==> src/rtl/adcarg_pkg.sv <==
// shared types, codes and constants of the adc auto-ranging gain control
`default_nettype none
package adcarg_pkg;

	localparam int SAMPLE_W = 12;
	localparam int AD_W     = 16;
	localparam int CALIB_W  = 13;
	localparam int TRIES_W  = 3;
	localparam int PADDR_W  = 2;
	localparam int PDATA_W  = 32;

	localparam logic [TRIES_W-1:0] MAX_TRIES = 3'd4;

	localparam logic [PADDR_W-1:0] CFG_ADDR_CALIB = 2'd0;

	// ranging window limits on the corrected sample
	localparam logic [AD_W-1:0] TH_UNITY_HI   = 16'd3900;
	localparam logic [AD_W-1:0] TH_HALF_LO    = 16'd2877;
	localparam logic [AD_W-1:0] TH_HALF_HI    = 16'd3949;
	localparam logic [AD_W-1:0] TH_QUARTER_LO = 16'd2450;
	localparam logic [AD_W-1:0] TH_QUARTER_MD = 16'd2950;

	// code conversion: q0.16 scale for 3.3 v over 12 bits, plus gain bases
	localparam logic [AD_W-1:0]     VOLT_FACTOR  = 16'd41694;
	localparam logic [AD_W-1:0]     BASE_UNITY   = 16'd0;
	localparam logic [AD_W-1:0]     BASE_HALF    = 16'd1024;
	localparam logic [AD_W-1:0]     BASE_QUARTER = 16'd1536;
	localparam logic [SAMPLE_W-1:0] CODE_MAX     = 12'd4095;

	typedef enum logic [0:0] {
		REQ_START  = 1'b0,
		REQ_SAMPLE = 1'b1
	} req_t;

	typedef enum logic [1:0] {
		KIND_NORMAL  = 2'd0,
		KIND_BATTERY = 2'd1,
		KIND_DIFF    = 2'd2,
		KIND_TEMP    = 2'd3
	} kind_t;

	typedef enum logic [1:0] {
		GAIN_QUARTER = 2'd0,
		GAIN_HALF    = 2'd1,
		GAIN_UNITY   = 2'd2,
		GAIN_DOUBLE  = 2'd3
	} gain_t;

	typedef enum logic [1:0] {
		ACT_CONVERT = 2'd0,
		ACT_READY   = 2'd1,
		ACT_FAILED  = 2'd2,
		ACT_IGNORED = 2'd3
	} action_t;

	typedef struct packed {
		logic                req_type;
		logic [1:0]          channel_kind;
		logic [SAMPLE_W-1:0] sample;
	} item_t;

	typedef struct packed {
		gain_t              cur_gain;
		logic [TRIES_W-1:0] tries_left;
		logic               single_shot;
		logic               busy;
	} state_t;

	typedef struct packed {
		action_t             action;
		gain_t               gain_code;
		logic                diff_enable;
		logic [SAMPLE_W-1:0] value;
	} result_t;

endpackage
`default_nettype wire

==> src/rtl/adcarg_ifaces.sv <==
// valid/ready channel interfaces for request and result words
`default_nettype none
interface adcarg_in_if;
	logic        valid;
	logic        ready;
	logic        req_type;
	logic [1:0]  channel_kind;
	logic [11:0] sample;

	modport source(output valid, req_type, channel_kind, sample, input ready);
	modport sink(input valid, req_type, channel_kind, sample, output ready);
endinterface

interface adcarg_out_if;
	logic        valid;
	logic        ready;
	logic [1:0]  action;
	logic [1:0]  gain_code;
	logic        diff_enable;
	logic [11:0] value;

	modport source(output valid, action, gain_code, diff_enable, value, input ready);
	modport sink(input valid, action, gain_code, diff_enable, value, output ready);
endinterface
`default_nettype wire

==> src/rtl/adcarg_cfg.sv <==
// apb register block holding the calibration offset
`default_nettype none
module adcarg_cfg (
	input  logic                                clk,
	input  logic                                arst_n,
	input  logic                                psel,
	input  logic                                penable,
	input  logic                                pwrite,
	input  logic [adcarg_pkg::PADDR_W-1:0]      paddr,
	input  logic [adcarg_pkg::PDATA_W-1:0]      pwdata,
	output logic [adcarg_pkg::PDATA_W-1:0]      prdata,
	output logic                                pready,
	output logic signed [adcarg_pkg::CALIB_W-1:0] calib_offset
);

	logic signed [adcarg_pkg::CALIB_W-1:0] calib_q;
	logic                                  wr_calib;

	assign wr_calib = psel && penable && pwrite && (paddr == adcarg_pkg::CFG_ADDR_CALIB);

	always_ff @(posedge clk or negedge arst_n) begin
		if (!arst_n) begin
			calib_q <= '0;
		end else if (wr_calib) begin
			calib_q <= pwdata[adcarg_pkg::CALIB_W-1:0];
		end
	end

	// read back sign extended
	always_comb begin
		if (paddr == adcarg_pkg::CFG_ADDR_CALIB) begin
			prdata = {{(adcarg_pkg::PDATA_W-adcarg_pkg::CALIB_W){calib_q[adcarg_pkg::CALIB_W-1]}},
				calib_q};
		end else begin
			prdata = '0;
		end
	end

	assign pready       = 1'b1;
	assign calib_offset = calib_q;

endmodule
`default_nettype wire

==> src/rtl/adcarg_conv.sv <==
// scales a ranged sample to a clamped 12-bit code on the 3.3 v scale
`default_nettype none
module adcarg_conv (
	input  logic [adcarg_pkg::AD_W-1:0]     ad,
	input  adcarg_pkg::gain_t               gain,
	output logic [adcarg_pkg::SAMPLE_W-1:0] code
);

	logic [adcarg_pkg::AD_W-1:0] base;
	logic [1:0]                  shift;
	logic [adcarg_pkg::AD_W-1:0] diff;
	logic [31:0]                 prod;
	logic [33:0]                 scaled;
	logic [17:0]                 whole;

	always_comb begin
		unique case (gain)
			adcarg_pkg::GAIN_QUARTER: begin
				base  = adcarg_pkg::BASE_QUARTER;
				shift = 2'd2;
			end
			adcarg_pkg::GAIN_HALF: begin
				base  = adcarg_pkg::BASE_HALF;
				shift = 2'd1;
			end
			adcarg_pkg::GAIN_UNITY: begin
				base  = adcarg_pkg::BASE_UNITY;
				shift = 2'd0;
			end
			adcarg_pkg::GAIN_DOUBLE: begin
				base  = adcarg_pkg::BASE_UNITY;
				shift = 2'd0;
			end
		endcase
	end

	// gain multiplier of 1, 2 or 4 folds into a left shift
	assign diff   = ad - base;
	assign prod   = 32'(diff) * 32'(adcarg_pkg::VOLT_FACTOR);
	assign scaled = {2'b00, prod} << shift;
	assign whole  = scaled[33:16];
	assign code   = (whole > 18'(adcarg_pkg::CODE_MAX)) ? adcarg_pkg::CODE_MAX : whole[11:0];

endmodule
`default_nettype wire

==> src/rtl/adcarg_step.sv <==
// next-state and result logic for one request or sample word
`default_nettype none
module adcarg_step (
	input  adcarg_pkg::item_t                     item,
	input  adcarg_pkg::state_t                    cur,
	input  logic signed [adcarg_pkg::CALIB_W-1:0] calib_offset,
	output adcarg_pkg::state_t                    nxt,
	output adcarg_pkg::result_t                   res
);

	logic [adcarg_pkg::AD_W-1:0]     ad;
	logic [adcarg_pkg::SAMPLE_W-1:0] code;
	adcarg_pkg::gain_t               next_gain;
	logic                            done;
	logic [adcarg_pkg::TRIES_W-1:0]  tries_dec;

	// offset added modulo 2^16, negative sums range as large values
	assign ad = {{(adcarg_pkg::AD_W-adcarg_pkg::SAMPLE_W){1'b0}}, item.sample}
		+ {{(adcarg_pkg::AD_W-adcarg_pkg::CALIB_W){calib_offset[adcarg_pkg::CALIB_W-1]}},
		calib_offset};

	adcarg_conv u_conv (
		.ad   (ad),
		.gain (cur.cur_gain),
		.code (code)
	);

	// window check for the current gain
	always_comb begin
		next_gain = cur.cur_gain;
		done      = 1'b0;
		unique case (cur.cur_gain)
			adcarg_pkg::GAIN_UNITY: begin
				if (ad > adcarg_pkg::TH_UNITY_HI) next_gain = adcarg_pkg::GAIN_HALF;
				else done = 1'b1;
			end
			adcarg_pkg::GAIN_HALF: begin
				if (ad < adcarg_pkg::TH_HALF_LO) next_gain = adcarg_pkg::GAIN_UNITY;
				else if (ad > adcarg_pkg::TH_HALF_HI) next_gain = adcarg_pkg::GAIN_QUARTER;
				else done = 1'b1;
			end
			adcarg_pkg::GAIN_QUARTER: begin
				if (ad < adcarg_pkg::TH_QUARTER_LO) next_gain = adcarg_pkg::GAIN_HALF;
				else if (ad < adcarg_pkg::TH_QUARTER_MD) next_gain = adcarg_pkg::GAIN_UNITY;
				else done = 1'b1;
			end
			adcarg_pkg::GAIN_DOUBLE: begin
				// not a ranging gain, fall back to unity and burn a try
				next_gain = adcarg_pkg::GAIN_UNITY;
			end
		endcase
	end

	assign tries_dec = (cur.tries_left != '0) ? cur.tries_left - 3'd1 : '0;

	always_comb begin
		nxt             = cur;
		res.action      = adcarg_pkg::ACT_IGNORED;
		res.value       = '0;
		priority if (item.req_type == adcarg_pkg::REQ_START) begin
			unique case (adcarg_pkg::kind_t'(item.channel_kind))
				adcarg_pkg::KIND_NORMAL: begin
					nxt.cur_gain    = adcarg_pkg::GAIN_UNITY;
					nxt.single_shot = 1'b0;
				end
				adcarg_pkg::KIND_BATTERY: begin
					nxt.cur_gain    = adcarg_pkg::GAIN_QUARTER;
					nxt.single_shot = 1'b0;
				end
				adcarg_pkg::KIND_DIFF: begin
					nxt.cur_gain    = adcarg_pkg::GAIN_QUARTER;
					nxt.single_shot = 1'b1;
				end
				adcarg_pkg::KIND_TEMP: begin
					nxt.cur_gain    = adcarg_pkg::GAIN_DOUBLE;
					nxt.single_shot = 1'b1;
				end
			endcase
			nxt.tries_left = adcarg_pkg::MAX_TRIES;
			nxt.busy       = 1'b1;
			res.action     = adcarg_pkg::ACT_CONVERT;
		end else if (!cur.busy) begin
			res.action = adcarg_pkg::ACT_IGNORED;
		end else if (cur.single_shot) begin
			res.action = adcarg_pkg::ACT_READY;
			res.value  = item.sample;
			nxt.busy   = 1'b0;
		end else begin
			nxt.tries_left = tries_dec;
			if (done) begin
				res.action = adcarg_pkg::ACT_READY;
				res.value  = code;
				nxt.busy   = 1'b0;
			end else if (tries_dec == '0) begin
				res.action = adcarg_pkg::ACT_FAILED;
				nxt.busy   = 1'b0;
			end else begin
				res.action   = adcarg_pkg::ACT_CONVERT;
				nxt.cur_gain = next_gain;
			end
		end
		// ignored samples report all-zero fields
		if (res.action == adcarg_pkg::ACT_IGNORED) begin
			res.gain_code   = adcarg_pkg::GAIN_QUARTER;
			res.diff_enable = 1'b0;
		end else begin
			res.gain_code   = nxt.cur_gain;
			res.diff_enable = nxt.single_shot;
		end
	end

endmodule
`default_nettype wire

==> src/rtl/adc_auto_range_gain_control_core.sv <==
// top level of the adc auto-ranging gain control
//
// channel  dir   handshake        word contents
// din      in    valid / ready    req_type, channel_kind, sample
// dout     out   valid / ready    action, gain_code, diff_enable, value
// apb      in    psel / penable   calib_offset at byte address 0, pready tied high
//
// one word accepted per cycle while din.ready is high; the word lands in the input
// register at the accepting edge and its result is loaded into the result register
// once that register can load; the ranging state updates as the word leaves the
// input register, so the following word already sees it
// a stall on dout holds the result register and, once the input register is
// also full, drops din.ready
// arst_n clears the pipeline valids, the ranging state and the offset register
`default_nettype none
module adc_auto_range_gain_control_core (
	input  logic                           clk,
	input  logic                           arst_n,
	adcarg_in_if.sink                      din,
	adcarg_out_if.source                   dout,
	input  logic                           psel,
	input  logic                           penable,
	input  logic                           pwrite,
	input  logic [adcarg_pkg::PADDR_W-1:0] paddr,
	input  logic [adcarg_pkg::PDATA_W-1:0] pwdata,
	output logic [adcarg_pkg::PDATA_W-1:0] prdata,
	output logic                           pready
);

	logic signed [adcarg_pkg::CALIB_W-1:0] calib_offset;

	// input register stage
	logic                valid_s1;
	adcarg_pkg::item_t   item_s1;
	// result register stage
	logic                valid_s2;
	adcarg_pkg::result_t res_s2;

	// ranging state
	adcarg_pkg::state_t  state_q;
	adcarg_pkg::state_t  state_nxt;
	adcarg_pkg::result_t res_nxt;

	logic adv_s2;     // result register can load
	logic take_s1;    // word in the input register is processed this cycle
	logic in_fire;

	adcarg_cfg u_cfg (
		.clk          (clk),
		.arst_n       (arst_n),
		.psel         (psel),
		.penable      (penable),
		.pwrite       (pwrite),
		.paddr        (paddr),
		.pwdata       (pwdata),
		.prdata       (prdata),
		.pready       (pready),
		.calib_offset (calib_offset)
	);

	adcarg_step u_step (
		.item         (item_s1),
		.cur          (state_q),
		.calib_offset (calib_offset),
		.nxt          (state_nxt),
		.res          (res_nxt)
	);

	// flow control: the result register frees up when taken or empty
	assign adv_s2    = !valid_s2 || dout.ready;
	assign take_s1   = valid_s1 && adv_s2;
	assign din.ready = !valid_s1 || adv_s2;
	assign in_fire   = din.valid && din.ready;

	always_ff @(posedge clk or negedge arst_n) begin
		if (!arst_n) begin
			valid_s1 <= 1'b0;
			valid_s2 <= 1'b0;
			state_q  <= '{cur_gain: adcarg_pkg::GAIN_UNITY, tries_left: '0,
				single_shot: 1'b0, busy: 1'b0};
		end else begin
			if (in_fire) valid_s1 <= 1'b1;
			else if (take_s1) valid_s1 <= 1'b0;
			if (adv_s2) valid_s2 <= valid_s1;
			if (take_s1) state_q <= state_nxt;
		end
	end

	// payload registers, no reset needed
	always_ff @(posedge clk) begin
		if (in_fire) begin
			item_s1.req_type     <= din.req_type;
			item_s1.channel_kind <= din.channel_kind;
			item_s1.sample       <= din.sample;
		end
		if (take_s1) res_s2 <= res_nxt;
	end

	assign dout.valid       = valid_s2;
	assign dout.action      = res_s2.action;
	assign dout.gain_code   = res_s2.gain_code;
	assign dout.diff_enable = res_s2.diff_enable;
	assign dout.value       = res_s2.value;

endmodule
`default_nettype wire

==> src/flat_wrapper.sv <==
// flat-port wrapper written by rule: the top's interface ports become plain ports
module adc_auto_range_gain_control_core_flat 
  (clk, arst_n, psel, penable, pwrite, paddr, pwdata, prdata, pready, din_valid, din_req_type, din_channel_kind, din_sample, din_ready, dout_valid, dout_action, dout_gain_code, dout_diff_enable, dout_value, dout_ready);
  adcarg_in_if din_i ();
  adcarg_out_if dout_i ();
  input  logic clk;
  input  logic arst_n;
  input  logic psel;
  input  logic penable;
  input  logic pwrite;
  input  logic [adcarg_pkg::PADDR_W-1:0] paddr;
  input  logic [adcarg_pkg::PDATA_W-1:0] pwdata;
  output logic [adcarg_pkg::PDATA_W-1:0] prdata;
  output logic pready;
  input wire logic [$bits(din_i.valid)-1:0] din_valid;
  input wire logic [$bits(din_i.req_type)-1:0] din_req_type;
  input wire logic [$bits(din_i.channel_kind)-1:0] din_channel_kind;
  input wire logic [$bits(din_i.sample)-1:0] din_sample;
  output wire logic [$bits(din_i.ready)-1:0] din_ready;
  output wire logic [$bits(dout_i.valid)-1:0] dout_valid;
  output wire logic [$bits(dout_i.action)-1:0] dout_action;
  output wire logic [$bits(dout_i.gain_code)-1:0] dout_gain_code;
  output wire logic [$bits(dout_i.diff_enable)-1:0] dout_diff_enable;
  output wire logic [$bits(dout_i.value)-1:0] dout_value;
  input wire logic [$bits(dout_i.ready)-1:0] dout_ready;
  assign din_i.valid = din_valid;
  assign din_i.req_type = din_req_type;
  assign din_i.channel_kind = din_channel_kind;
  assign din_i.sample = din_sample;
  assign din_ready = din_i.ready;
  assign dout_valid = dout_i.valid;
  assign dout_action = dout_i.action;
  assign dout_gain_code = dout_i.gain_code;
  assign dout_diff_enable = dout_i.diff_enable;
  assign dout_value = dout_i.value;
  assign dout_i.ready = dout_ready;
  adc_auto_range_gain_control_core u_core (.clk(clk), .arst_n(arst_n), .din(din_i), .dout(dout_i), .psel(psel), .penable(penable), .pwrite(pwrite), .paddr(paddr), .pwdata(pwdata), .prdata(prdata), .pready(pready));
endmodule
==> config.mk <==
export PLATFORM = sky130hd
export DESIGN_NAME = adc_auto_range_gain_control_core_flat
export DESIGN_NICKNAME = d
export VERILOG_FILES = /design/src/rtl/adcarg_pkg.sv /design/src/rtl/adcarg_ifaces.sv /design/src/rtl/adcarg_cfg.sv /design/src/rtl/adcarg_conv.sv /design/src/rtl/adcarg_step.sv /design/src/rtl/adc_auto_range_gain_control_core.sv /design/src/flat_wrapper.sv
export SDC_FILE = /design/constraint.sdc
export NUM_CORES = 1
export LEC_CHECK = 0
export BUFFER_PORTS_ARGS = -buffer_cell sky130_fd_sc_hd__buf_2
export CAP_MARGIN = 20
export CORE_ASPECT_RATIO = 0.9
export CORE_UTILIZATION = 51
export CTS_BUF_LIST = sky130_fd_sc_hd__clkbuf_4
export DETAILED_ROUTE_END_ITERATION = 6
export PLACE_DENSITY_LB_ADDON = 0.08
export SYNTH_ARGS = -nofsm -noshare
export SYNTH_HDL_FRONTEND = slang
export SYNTH_SLANG_ARGS = --single-unit
==> constraint.sdc <==
create_clock -name clk -period 10.2 [get_ports clk]
set_input_delay 0.51 -clock clk [delete_from_list [all_inputs] [get_ports clk]]
set_output_delay 0.51 -clock clk [all_outputs]
set_load 0.01 [all_outputs]
==> out/results.tsv <==
stage	metric	value	unit
layout	nets	1283	
worst_setup_path	cp_slowest_cell	fa_1	
grt	antenna_found_initial	0	
sta	fin_skew	0.0275	ns
worst_setup_path	startpoint_type	flip-flop	
floorplan	design.die.area	17600	sq um
route	wl_per_cell	16.3	um
worst_setup_path	crit_type	reg2reg	
flow_run	drv_cap	0	
clocking	ctsHoldBuffers	0	
clocking	post_cts_buffers	0	
sta	min_period_over_period	91.7	%
clocking	cts.sinks	54	
layout	area_growth	7.09	%
route	wirelength	19.7	mm
synthesis	async_flop_share	40.7	%
synthesis	netlist_area	8700	sq um
clocking	clockBufferDepth	2	
run_status	status	complete, no violations	
synthesis	syn_nets	1220	
worst_setup_path	worstSetupEndpointType	flip-flop	
clocking	cts_resized	0	
sta	slew_headroom	45.1	%
floorplan	coreArea	16400	sq um
synthesis	ys_warn_count	0	
clocking	numCtsBuffers	5	
route	drt_iter0_markers	506	
worst_setup_path	cp_slowest_stage_delay	0.53	ns
placement	numPortBuffers	87	
worst_setup_path	critPathArrivalTime	9.53	ns
worst_setup_path	required	10.38	ns
route	ant_nets	0	
placement	hpwlAfterDp	17.0	mm
floorplan	std_cell_rows	44	
sta	worstMarginPinSlew	0.823	ns
sta	setup_violations	0	
synthesis	syn_inst	938	
worst_setup_path	crit_fanout	7	
grt	overflow	0	
grt	grt_pass1_wl	33.7	mm
clocking	cts_tree	built	
sta	hold_violations	0	
route	first_pass_iters	4	
clocking	clock_latency	0.41	ns
grt	grt_pass1_vias	6622	
synthesis	synth_edf_count	32	
floorplan	dieHeight	126	um
sta	rsz0062_at_grt	no	
floorplan	die_x	140	um
placement	routabilityCongestion	0.884	
floorplan	io_pins	108	
sta	drv_slew	0	
synthesis	ys_ff_latch	54	
route	via_count	6754	
sta	finalSetupTns	0	ns
layout	fill_cells	1512	
synthesis	avgSynthCellArea	9.27	sq um
route	vias_per_cell	5.58	
floorplan	start_util	53.0	%
layout	drive_above_1_share	14.2	%
synthesis	ys_seq_area_share	17.4	%
grt	grt_max_degree	23	
synthesis	ys_types	78	
worst_setup_path	crit_top_cell	inv_1	
sta	fmax	107	MHz
sta	period_minus_slack	9.35	ns
clocking	clk_pin_slew	0.16	ns
min_path	hold_class	in2async	
grt	grt_usage	24.1	%
clocking	cts_root_buffer	clkbuf_4	
route	drc	0	
synthesis	synthFlopType	edfxtp_1	
clocking	h-tree-depth	2	
==> critical path, delay by kind of cell (launching register included) <==
kind	cells	cell delay (ns)
multiplexers	1	0.36
flip-flops	1	0.48
AND/OR/NAND/NOR	5	0.94
buffers and inverters	10	0.80
adder cells (fa/ha/maj)	10	4.22
AO/OA/AOI/OAI	9	2.32
==> cells in the mapped netlist, types with 3 or more instances <==
library cell / n / area share (%)
o211a_1: 3 / 0.35
nand2_1: 59 / 2.5
a22oi_1: 4 / 0.35
nor2_1: 43 / 1.9
o21ai_0: 47 / 2.7
a31oi_1: 3 / 0.22
mux2_2: 15 / 1.9
o221ai_1: 4 / 0.40
nor3_1: 12 / 0.69
nand3_1: 11 / 0.63
fa_1: 85 / 20
nor2b_1: 4 / 0.29
nand2b_1: 10 / 0.72
edfxtp_1: 32 / 11
o211ai_1: 6 / 0.52
o21ai_1: 7 / 0.40
inv_1: 167 / 7.2
a21o_1: 10 / 0.86
dfrtp_1: 21 / 6.0
ha_1: 141 / 20
buf_4: 20 / 1.7
clkbuf_1: 14 / 0.60
a211oi_2: 6 / 0.86
o31ai_1: 5 / 0.43
o21bai_1: 7 / 0.60
or3_1: 6 / 0.43
a21oi_1: 50 / 2.9
and3_1: 5 / 0.36
o21a_1: 5 / 0.43
mux2i_1: 5 / 0.58
xor2_1: 9 / 0.91
a211oi_1: 11 / 0.95
and2_1: 20 / 1.4
o2111ai_1: 3 / 0.30
nand4_1: 11 / 0.79
or2_2: 3 / 0.22
xnor2_1: 20 / 2.0
o21ai_2: 5 / 0.50
==> metrics by stage <==
step                      instance area (sq um)  hold WS [ns]  util [%]  instances  setup WS [ns]
final                                      9310        0.0674      56.8       1210          0.847
after global placement                     9210         0.476      56.1       1200          0.585
after detailed placement                   9210         0.479      56.2       1201          0.576
after floorplan                            8700         0.214         -        938           1.36
after global routing                       9310        0.0843      56.7       1209         0.0793
after CTS                                  9300        0.0742      56.7       1209          0.536
==> cells in the final DEF, fill, tap and decap left out, types with 11 or more instances in the layout <==
cell type,netlist,routed
fa_1,85,85
a21oi_1,50,50
inv_1,167,167
nand4_1,11,11
nand2_1,59,59
nor2_1,43,43
o21ai_0,47,46
xnor2_1,20,19
and2_1,20,19
buf_2,2,88
ha_1,141,141
nand3_1,11,11
a211oi_1,11,11
mux2_2,15,15
dfrtp_1,21,21
edfxtp_1,32,32
nor3_1,12,12
==> final cells by class <==
class | count | area [sq um] | share of cell area (%)
Timing Repair Buffer | 94 | 485 | 5.21
Sequential cell | 54 | 1510 | 16.2
Clock inverter | 2 | 38.8 | 0.416
Inverter | 169 | 634 | 6.81
Antenna cell | 1 | 2.50 | 0.0269
Multi-Input combinational cell | 677 | 6330 | 68.0
Clock buffer | 6 | 45.0 | 0.484
Tap cell | 207 | 259 | 2.78
==> worst paths after layout <==
kind	cells after the start	start	slack (ns)	end
min reg2reg	1	u_core.valid_s1$_DFFE_PN0P_	0.52	u_core.dout.valid$_DFFE_PN0P_
max reg2reg	35	u_core.item_s1[8]$_DFFE_PP_	0.85	u_core.dout.value[11]$_SDFFCE_PN0P_
min	1	arst_n	0.07	u_core.state_q[1]$_DFFE_PN0P_
min in group clk	1	din_channel_kind[1]	0.26	u_core.item_s1[13]$_DFFE_PP_
max	35	u_core.item_s1[8]$_DFFE_PP_	0.85	u_core.dout.value[11]$_SDFFCE_PN0P_
max in group asynchronous	1	arst_n	9.75	u_core.u_cfg.calib_offset[8]$_DFFE_PN0P_
==> per-layer routing <==
| metal | up-vias | share of wire (%) | track usage, % |
|---|---|---|---|
| met5 | - | 0 | 0 |
| met3 | 13 | 4.0 | 2.81 |
| met2 | 136 | 44 | 38.1 |
| li1 | 3311 | - | - |
| met4 | 0 | 0.81 | 2.71 |
| met1 | 3294 | 51 | 36.5 |
==> cells by family (layout without fill, tap and decap cells) <==
group	count (synthesis)	after routing	synth area share [%]
AND/OR/NAND/NOR	199	199	11.6
multiplexers	21	21	2.65
adder cells (fa/ha/maj)	227	227	40.0
XOR/XNOR	29	29	2.92
buffers and inverters	207	271	9.91
flip-flops	54	54	17.4
AO/OA/AOI/OAI	200	200	15.5
other	1	2	0.0431
==> state kept, by name (all words and copies together) (netlist names) <==
register / count
u_core.dout.diff_enable: 1
u_core.item_s1: 15
u_core.dout.value: 12
u_core.dout.gain_code: 2
u_core.valid_s1: 1
u_core.dout.valid: 1
u_core.state_q: 7
u_core.dout.action: 2
u_core.u_cfg.calib_offset: 13
Power is left out: the tool's default activity adds up to more than one toggle a clock period on the data nets, which glitch-free logic cannot reach.
